==> config.mk <==
export PLATFORM = sky130hd
export DESIGN_NAME = zigzag_run_length_encoder_core
export DESIGN_NICKNAME = d
export VERILOG_FILES = /design/src/rtl/zrle_pkg.sv /design/src/rtl/zrle_ram.sv /design/src/rtl/zrle_fifo.sv /design/src/rtl/zrle_front.sv /design/src/rtl/zrle_back.sv /design/src/rtl/zigzag_run_length_encoder_core.sv
export SDC_FILE = /design/constraint.sdc
export NUM_CORES = 1
export LEC_CHECK = 0
export ABC_AREA = 1
export BUFFER_PORTS_ARGS = -buffer_cell sky130_fd_sc_hd__buf_2
export CAP_MARGIN = 15
export CORE_MARGIN = 4
export CORE_UTILIZATION = 30
export DETAILED_ROUTE_END_ITERATION = 6
export SLEW_MARGIN = 0
export SYNTH_ARGS = -nofsm -noshare
export SYNTH_HDL_FRONTEND = slang
export SYNTH_SLANG_ARGS = --single-unit
export TNS_END_PERCENT = 10
==> constraint.sdc <==
create_clock -name clk -period 6 [get_ports clk]
set_input_delay 1.2 -clock clk [delete_from_list [all_inputs] [get_ports clk]]
set_output_delay 1.2 -clock clk [all_outputs]
set_load 0.02 [all_outputs]
==> src/rtl/zrle_pkg.sv <==
// types, constants and helpers shared by the zigzag run-length encoder
package zrle_pkg;

	localparam int unsigned CoefWidth = 12;
	localparam int unsigned BlockSize = 64;
	localparam int unsigned PosWidth  = 6;
	localparam logic [PosWidth-1:0] LastPos = 6'd63;
	localparam logic [3:0] MaxRun = 4'd15;
	localparam logic [3:0] MaxCategory = 4'd15;

	// zigzag position to raster position
	localparam logic [PosWidth-1:0] ZzToRaster [BlockSize] = '{
		6'd0,  6'd1,  6'd8,  6'd16, 6'd9,  6'd2,  6'd3,  6'd10,
		6'd17, 6'd24, 6'd32, 6'd25, 6'd18, 6'd11, 6'd4,  6'd5,
		6'd12, 6'd19, 6'd26, 6'd33, 6'd40, 6'd48, 6'd41, 6'd34,
		6'd27, 6'd20, 6'd13, 6'd6,  6'd7,  6'd14, 6'd21, 6'd28,
		6'd35, 6'd42, 6'd49, 6'd56, 6'd57, 6'd50, 6'd43, 6'd36,
		6'd29, 6'd22, 6'd15, 6'd23, 6'd30, 6'd37, 6'd44, 6'd51,
		6'd58, 6'd59, 6'd52, 6'd45, 6'd38, 6'd31, 6'd39, 6'd46,
		6'd53, 6'd60, 6'd61, 6'd54, 6'd47, 6'd55, 6'd62, 6'd63
	};

	typedef struct packed {
		logic signed [CoefWidth-1:0] coef;
		logic [PosWidth-1:0]         raster_index;
		logic                        end_of_block;
	} in_t;

	typedef struct packed {
		logic [3:0]                  zero_run;
		logic [3:0]                  category;
		logic signed [CoefWidth-1:0] value;
		logic                        last;
	} out_t;

	// one queued operation for the back end: a buffer write, optionally followed by a walk
	typedef struct packed {
		logic [CoefWidth-1:0] coef;
		logic [PosWidth-1:0]  addr;
		logic                 walk;
	} op_t;

	// bit length of the magnitude, saturated at 15
	function automatic logic [3:0] category_of(logic [CoefWidth-1:0] v);
		logic [CoefWidth-1:0] mag;
		logic [4:0] n;
		mag = v[CoefWidth-1] ? (~v + CoefWidth'(1)) : v;
		n = '0;
		for (int i = 0; i < int'(CoefWidth); i++) begin
			if (mag[i]) begin
				n = 5'(i + 1);
			end
		end
		return (n > {1'b0, MaxCategory}) ? MaxCategory : n[3:0];
	endfunction

endpackage

==> src/rtl/zrle_ram.sv <==
// generic single-write, single-read RAM with registered read data
module zrle_ram #(
	parameter int unsigned WIDTH = 12,
	parameter int unsigned DEPTH = 64
) (
	input  logic                     clk,
	input  logic                     we,
	input  logic [$clog2(DEPTH)-1:0] waddr,
	input  logic [WIDTH-1:0]         wdata,
	input  logic                     re,
	input  logic [$clog2(DEPTH)-1:0] raddr,
	output logic [WIDTH-1:0]         rdata
);

	logic [WIDTH-1:0] mem_q [DEPTH];

	always_ff @(posedge clk) begin
		if (we) begin
			mem_q[waddr] <= wdata;
		end
		if (re) begin
			rdata <= mem_q[raddr];
		end
	end

endmodule

==> src/rtl/zrle_fifo.sv <==
// small synchronous queue with push/full and pop/empty sides
module zrle_fifo #(
	parameter int unsigned WIDTH = 8,
	parameter int unsigned DEPTH = 4
) (
	input  logic                       clk,
	input  logic                       arst_n,
	input  logic                       push,
	output logic                       full,
	input  logic [WIDTH-1:0]           wr_data,
	input  logic                       pop,
	output logic                       empty,
	output logic [WIDTH-1:0]           rd_data,
	output logic [$clog2(DEPTH+1)-1:0] count
);

	localparam int unsigned AW = (DEPTH > 1) ? $clog2(DEPTH) : 1;
	localparam int unsigned CW = $clog2(DEPTH + 1);

	logic [WIDTH-1:0] mem_q [DEPTH];
	logic [AW-1:0] wr_ptr_q, rd_ptr_q;
	logic [CW-1:0] count_q;
	logic do_push, do_pop;

	assign full    = (count_q == CW'(DEPTH));
	assign empty   = (count_q == '0);
	assign count   = count_q;
	assign rd_data = mem_q[rd_ptr_q];
	assign do_push = push && !full;
	assign do_pop  = pop && !empty;

	always_ff @(posedge clk or negedge arst_n) begin
		if (!arst_n) begin
			wr_ptr_q <= '0;
			rd_ptr_q <= '0;
			count_q  <= '0;
		end else begin
			if (do_push) begin
				wr_ptr_q <= (wr_ptr_q == AW'(DEPTH - 1)) ? '0 : wr_ptr_q + AW'(1);
			end
			if (do_pop) begin
				rd_ptr_q <= (rd_ptr_q == AW'(DEPTH - 1)) ? '0 : rd_ptr_q + AW'(1);
			end
			if (do_push && !do_pop) begin
				count_q <= count_q + CW'(1);
			end else if (do_pop && !do_push) begin
				count_q <= count_q - CW'(1);
			end
		end
	end

	always_ff @(posedge clk) begin
		if (do_push) begin
			mem_q[wr_ptr_q] <= wr_data;
		end
	end

endmodule

==> src/rtl/zrle_front.sv <==
// front end: takes coefficients and queues buffer write / walk operations
module zrle_front #(
	parameter int unsigned CMD_DEPTH = 4
) (
	input  logic                clk,
	input  logic                arst_n,
	input  logic                push,
	output logic                full,
	input  zrle_pkg::in_t       item,
	input  logic                op_pop,
	output logic                op_empty,
	output zrle_pkg::op_t       op
);

	zrle_pkg::op_t op_in;
	logic [$bits(zrle_pkg::op_t)-1:0] op_raw;

	// every item is a buffer write; the end-of-block item also launches a walk
	always_comb begin
		op_in.coef = item.coef;
		op_in.addr = item.raster_index;
		op_in.walk = item.end_of_block;
	end

	assign op = zrle_pkg::op_t'(op_raw);

	zrle_fifo #(
		.WIDTH ($bits(zrle_pkg::op_t)),
		.DEPTH (CMD_DEPTH)
	) u_cmd_fifo (
		.clk     (clk),
		.arst_n  (arst_n),
		.push    (push),
		.full    (full),
		.wr_data (op_in),
		.pop     (op_pop),
		.empty   (op_empty),
		.rd_data (op_raw),
		.count   ()
	);

endmodule

==> src/rtl/zrle_back.sv <==
// back end: coefficient buffer, zigzag walk and triple generation
module zrle_back #(
	parameter int unsigned RES_DEPTH = 4
) (
	input  logic                           clk,
	input  logic                           arst_n,
	input  logic                           op_empty,
	input  zrle_pkg::op_t                  op,
	output logic                           op_pop,
	input  logic [$clog2(RES_DEPTH+1)-1:0] res_count,
	input  logic                           res_full,
	output logic                           res_push,
	output zrle_pkg::out_t                 res
);

	localparam int unsigned CW = $clog2(RES_DEPTH + 1);

	typedef enum logic [1:0] {
		ST_IDLE = 2'b01,
		ST_WALK = 2'b10
	} state_t;

	state_t state_q;
	logic [zrle_pkg::PosWidth-1:0] pos_q, pos_s1;
	logic valid_s1;
	logic [3:0] pend_q;
	logic issue;
	logic emit;
	logic [zrle_pkg::CoefWidth-1:0] rd_data;
	logic [CW:0] inflight;

	assign op_pop = (state_q == ST_IDLE) && !op_empty;

	// a read is issued only if its possible result is sure to find room
	assign inflight = {1'b0, res_count} + (CW + 1)'(valid_s1);
	assign issue    = (state_q == ST_WALK) && (inflight < (CW + 1)'(RES_DEPTH));

	zrle_ram #(
		.WIDTH (zrle_pkg::CoefWidth),
		.DEPTH (zrle_pkg::BlockSize)
	) u_coef_ram (
		.clk   (clk),
		.we    (op_pop),
		.waddr (op.addr),
		.wdata (op.coef),
		.re    (issue),
		.raddr (zrle_pkg::ZzToRaster[pos_q]),
		.rdata (rd_data)
	);

	assign emit = valid_s1 && ((pend_q == zrle_pkg::MaxRun) || (rd_data != '0)
		|| (pos_s1 == zrle_pkg::LastPos));

	assign res_push = emit;
	always_comb begin
		res.zero_run = pend_q;
		res.category = zrle_pkg::category_of(rd_data);
		res.value    = rd_data;
		res.last     = (pos_s1 == zrle_pkg::LastPos);
	end

	always_ff @(posedge clk or negedge arst_n) begin
		if (!arst_n) begin
			state_q  <= ST_IDLE;
			pos_q    <= '0;
			valid_s1 <= 1'b0;
			pend_q   <= '0;
		end else begin
			valid_s1 <= issue;
			case (state_q)
				ST_IDLE: begin
					if (op_pop && op.walk) begin
						state_q <= ST_WALK;
						pos_q   <= '0;
					end
				end
				ST_WALK: begin
					if (issue) begin
						if (pos_q == zrle_pkg::LastPos) begin
							state_q <= ST_IDLE;
						end else begin
							pos_q <= pos_q + 1'b1;
						end
					end
				end
				default: begin
					state_q <= ST_IDLE;
				end
			endcase
			if (valid_s1) begin
				pend_q <= emit ? 4'd0 : pend_q + 4'd1;
			end
		end
	end

	always_ff @(posedge clk) begin
		if (issue) begin
			pos_s1 <= pos_q;
		end
	end

	a_no_result_overflow: assert property (@(posedge clk) disable iff (!arst_n)
		res_push |-> !res_full)
		else $error("result transfer into a full result queue");

	a_run_bounded: assert property (@(posedge clk) disable iff (!arst_n)
		pend_q <= zrle_pkg::MaxRun)
		else $error("pending zero run beyond its limit");

	a_read_from_walk: assert property (@(posedge clk) disable iff (!arst_n)
		valid_s1 |-> $past(state_q == ST_WALK))
		else $error("buffer read data valid without a walk");

	a_walk_ends_at_last: assert property (@(posedge clk) disable iff (!arst_n)
		(state_q == ST_WALK && issue && pos_q == zrle_pkg::LastPos) |=> state_q == ST_IDLE)
		else $error("walk did not stop after the last zigzag position");

endmodule

==> src/rtl/zigzag_run_length_encoder_core.sv <==
// Zigzag run-length encoder for 8x8 blocks of quantized coefficients.
// Coefficients are accepted one per cycle while the command queue of CMD_DEPTH
// entries is not full, and written into a 64-entry buffer at their raster
// position, one write per cycle while the back end is idle. The item flagged
// end_of_block starts a walk of the buffer in zigzag order: one buffer read per
// cycle while the result queue has room, during which the back end performs no
// writes and incoming coefficients only fill the command queue. A full block
// thus takes 64 writes plus 64 reads at the back end; each triple is formed
// from the registered buffer read data and then passes through the result queue.
// Buffer entries keep their value across blocks; the buffer is not cleared at
// reset, so every position must be written before the first walk reads it.
module zigzag_run_length_encoder_core #(
	parameter int unsigned CMD_DEPTH = 4,
	parameter int unsigned RES_DEPTH = 4
) (
	input  logic           clk,
	input  logic           arst_n,
	input  logic           push,
	output logic           full,
	input  zrle_pkg::in_t  item,
	output logic           empty,
	input  logic           pop,
	output zrle_pkg::out_t result
);

	zrle_pkg::op_t op;
	logic op_pop, op_empty;
	logic res_push, res_full;
	logic [$clog2(RES_DEPTH+1)-1:0] res_count;
	zrle_pkg::out_t res;
	logic [$bits(zrle_pkg::out_t)-1:0] res_raw;

	zrle_front #(
		.CMD_DEPTH (CMD_DEPTH)
	) u_front (
		.clk      (clk),
		.arst_n   (arst_n),
		.push     (push),
		.full     (full),
		.item     (item),
		.op_pop   (op_pop),
		.op_empty (op_empty),
		.op       (op)
	);

	zrle_back #(
		.RES_DEPTH (RES_DEPTH)
	) u_back (
		.clk       (clk),
		.arst_n    (arst_n),
		.op_empty  (op_empty),
		.op        (op),
		.op_pop    (op_pop),
		.res_count (res_count),
		.res_full  (res_full),
		.res_push  (res_push),
		.res       (res)
	);

	zrle_fifo #(
		.WIDTH ($bits(zrle_pkg::out_t)),
		.DEPTH (RES_DEPTH)
	) u_res_fifo (
		.clk     (clk),
		.arst_n  (arst_n),
		.push    (res_push),
		.full    (res_full),
		.wr_data (res),
		.pop     (pop),
		.empty   (empty),
		.rd_data (res_raw),
		.count   (res_count)
	);

	assign result = zrle_pkg::out_t'(res_raw);

endmodule

==> results.cfg <==
[synth]
synthArstFlopShare_pct = 2.77
ys_seq_area_share_pct = 67.6
synth_ff_type = edfxtp_1
synth_cell_type_count = 43
synth-seq-cells = 973
syn_area_um2 = 43000
synth.avg_cell_area_um2 = 11.2
yosysTopAreaCellShare_pct = 66.0
synthesis.instances = 3843
synth.most_common_cell = edfxtp_1
syn_nets = 3899
synth_area_leaders = edfxtp_1, nand3_1, nand2_1
yosys_warnings = 0
yosys.area.top_type = edfxtp_1
synth_common_cells = edfxtp_1, nand3_1, nand2_1
synth_edf_count = 946

[clock_tree]
htree_levels = 3
clockBufferDepth = 3
postCtsSetupBuffers = 0
cts_tree = done
cts_root_buffer = clkbuf_16
postCtsHoldBufs = 0
clock-sinks = 973
numCtsBuffers = 101
clk-insertion-delay-late_ps = 690
clk_pin_slew_ps = 60
cts_resized = 0

[layout]
synthToLayoutAreaGrowth_pct = 13.5
finalCoreUtilization_pct = 34.4
final_cell_area_um2 = 48800
ff_latch_area_um2 = 29100
multiInputGateArea_um2 = 11000
drive_gt1_share_pct = 8.63
final_nets = 3926
n_fill_cell = 14000

[die]
num_rows = 138
die_h_um = 387
initial_core_util_pct = 30.3
io-pin-count = 46
die_x_um = 387
dieArea_um2 = 150000
coreArea_um2 = 142000

[global_routing]
antenna_found_initial = 7
grt_overflow = 0
grt_max_degree = 185
grt_pass1_vias = 27400
grt_pass1_wl_um = 177000
grtUsageTotal_pct = 15.3

[drt]
drt_iter0_markers = 3387
drc = 0
dr.pass1.iters = 5
antenna_left = 0
vias_per_cell = 4.89
vias = 28600
routedWlPerCell_um = 20.2
wirelength_um = 118000

[setup_path]
rr_worst_depth = 18
cp_data_arrival_time_ps = 5090
worstSetupPathType = reg2reg
cp-end-kind = register
critPathRequiredTime_ps = 6540
path_max_fanout = 76
crit_path_start_kind = register

[placement]
dp_slack_ps = 1430
io_buffers = 45
gp_congestion = 0.820
dp_hpwl_um = 67000
dpl-instance-area_um2 = 45500

[timing]
fin_ws_ps = 1450
fin_worst_skew_ps = 32.7
fmax_mhz = 220
tightest_slew_ps = 1170
finalHoldViolCount = 0
fin_crit_ps = 4550
relSlewSlack_pct = 21.9
rsz0062_at_grt = false
setup_tns_ps = 0
drv_slew = 0
fin_crit_sh_pct = 75.8
setup_viol = 0
fin_hold_ws_ps = 551

[outcome]
outcome = finished, final reports clean

[min_path]
holdPathStages = 1
holdCritPathClass = reg2reg

[pwr]
ir_drop_v = 0.000413
p_leak_uw = 0.0181
power_density_nw_per_um2 = 451

[job]
max-cap-violations = 0
## power by group
group / total, µW / internal (µW) / switching, µW / leakage, µW
clock: 6140 / 3490 / 2650 / 0.00157
combinational: 6430 / 1440 / 5000 / 0.00766
sequential: 9470 / 9260 / 208 / 0.00887
## through the flow
step,instances,power (µW)
after detailed placement,5640,16000
after CTS,5826,22200
after global routing,5844,23100
final,5845,22000
after floorplan,3843,13400
after global placement,5633,15900
## worst paths after layout
kind,from,end,slack (ps)
min,u_res_fifo.count[0]$_DFFE_PN0P_,u_res_fifo.count[0]$_DFFE_PN0P_,550
max in group asynchronous,arst_n,u_back.pend_q[2]$_DFFE_PN0P_,4850
max reg2reg,u_back.pos_q[0]$_DFFE_PN0P_,u_back.u_coef_ram.rdata[7]$_DFFE_PP_,1450
max,u_back.pos_q[0]$_DFFE_PN0P_,u_back.u_coef_ram.rdata[7]$_DFFE_PP_,1450
min reg2reg,u_res_fifo.count[0]$_DFFE_PN0P_,u_res_fifo.count[0]$_DFFE_PN0P_,550
min in group asynchronous,arst_n,u_front.u_cmd_fifo.count[2]$_DFFE_PN0P_,590
## cell usage in the layout (no fill, tap or decap), drive strengths merged, types with 2 or more instances in the layout
master    Yosys  layout
nand2       600     600
nand3       787     787
buf         177     149
o21ai       105     105
edfxtp      946     946
mux2          2       2
clkbuf       50     128
or2          13      13
nor2        189     189
fa            2       2
xnor2         6       6
a32oi         6       6
xor2          9       9
ha           31      31
o22ai        36      36
nand3b      288     288
a21oi        23      23
diode         0       2
inv         532     535
dfrtp        26      26
nor3          3       3
nand4         2       2
clkinvlp      0       3
bufinv        0       8
nor4          2       2
clkinv        0      46
## kinds of logic (layout without fill, tap and decap cells)
logic type / Yosys count / count (layout) / synth area share (%)
other: 0 / 2 / 0
AO/OA/AOI/OAI: 177 / 177 / 2.28
multiplexers: 2 / 2 / 0.0524
flip-flops: 973 / 973 / 67.6
XOR/XNOR: 15 / 15 / 0.305
adder cells (fa/ha/maj): 33 / 33 / 0.995
buffers and inverters: 759 / 869 / 7.32
AND/OR/NAND/NOR: 1884 / 1884 / 21.4
## layout make-up
type / instances / area share, %
Antenna cell: 2 / 0.0102
Clock buffer: 126 / 5.45
Clock inverter: 60 / 1.10
Inverter: 532 / 4.10
Multi-Input combinational cell: 2111 / 22.6
Sequential cell: 973 / 59.6
Tap cell: 1890 / 4.84
Timing Repair Buffer: 151 / 2.37
## per-layer routing
metal  vias to the layer above  share of wire, %  track usage [%]
li1                      13200                 -                -
met1                     14100                45             21.8
met2                      1056                45             23.6
met3                       215               7.1             2.36
met4                         6               3.3             5.41
met5                         -             0.029                0
## worst max-delay path, stage by stage (launching register included)
cell	delay (ps)
dfrtp_1	590
inv_2	200
ha_1	420
inv_1	70
nand2_1	120
nand3_1	80
nand2_1	90
nand2_1	60
nand2_1	120
nand2_4	420
inv_6	760
buf_12	350
buf_4	400
nand3_1	130
nand3_1	100
nand3_1	80
nand3_1	160
nand3_1	80
nand2_1	90
## state kept, by name, indices dropped and copies added, names as in the netlist, 4 cells and up
| name | flops |
|---|---|
| u_res_fifo.mem_q | 84 |
| u_back.u_coef_ram.mem_q | 768 |
| u_back.pos_q | 6 |
| u_front.u_cmd_fifo.mem_q | 76 |
| u_back.pend_q | 4 |
| u_back.pos_s1 | 6 |
| u_back.u_coef_ram.rdata | 12 |
No activity file was read; power rests on OpenSTA's default activity.
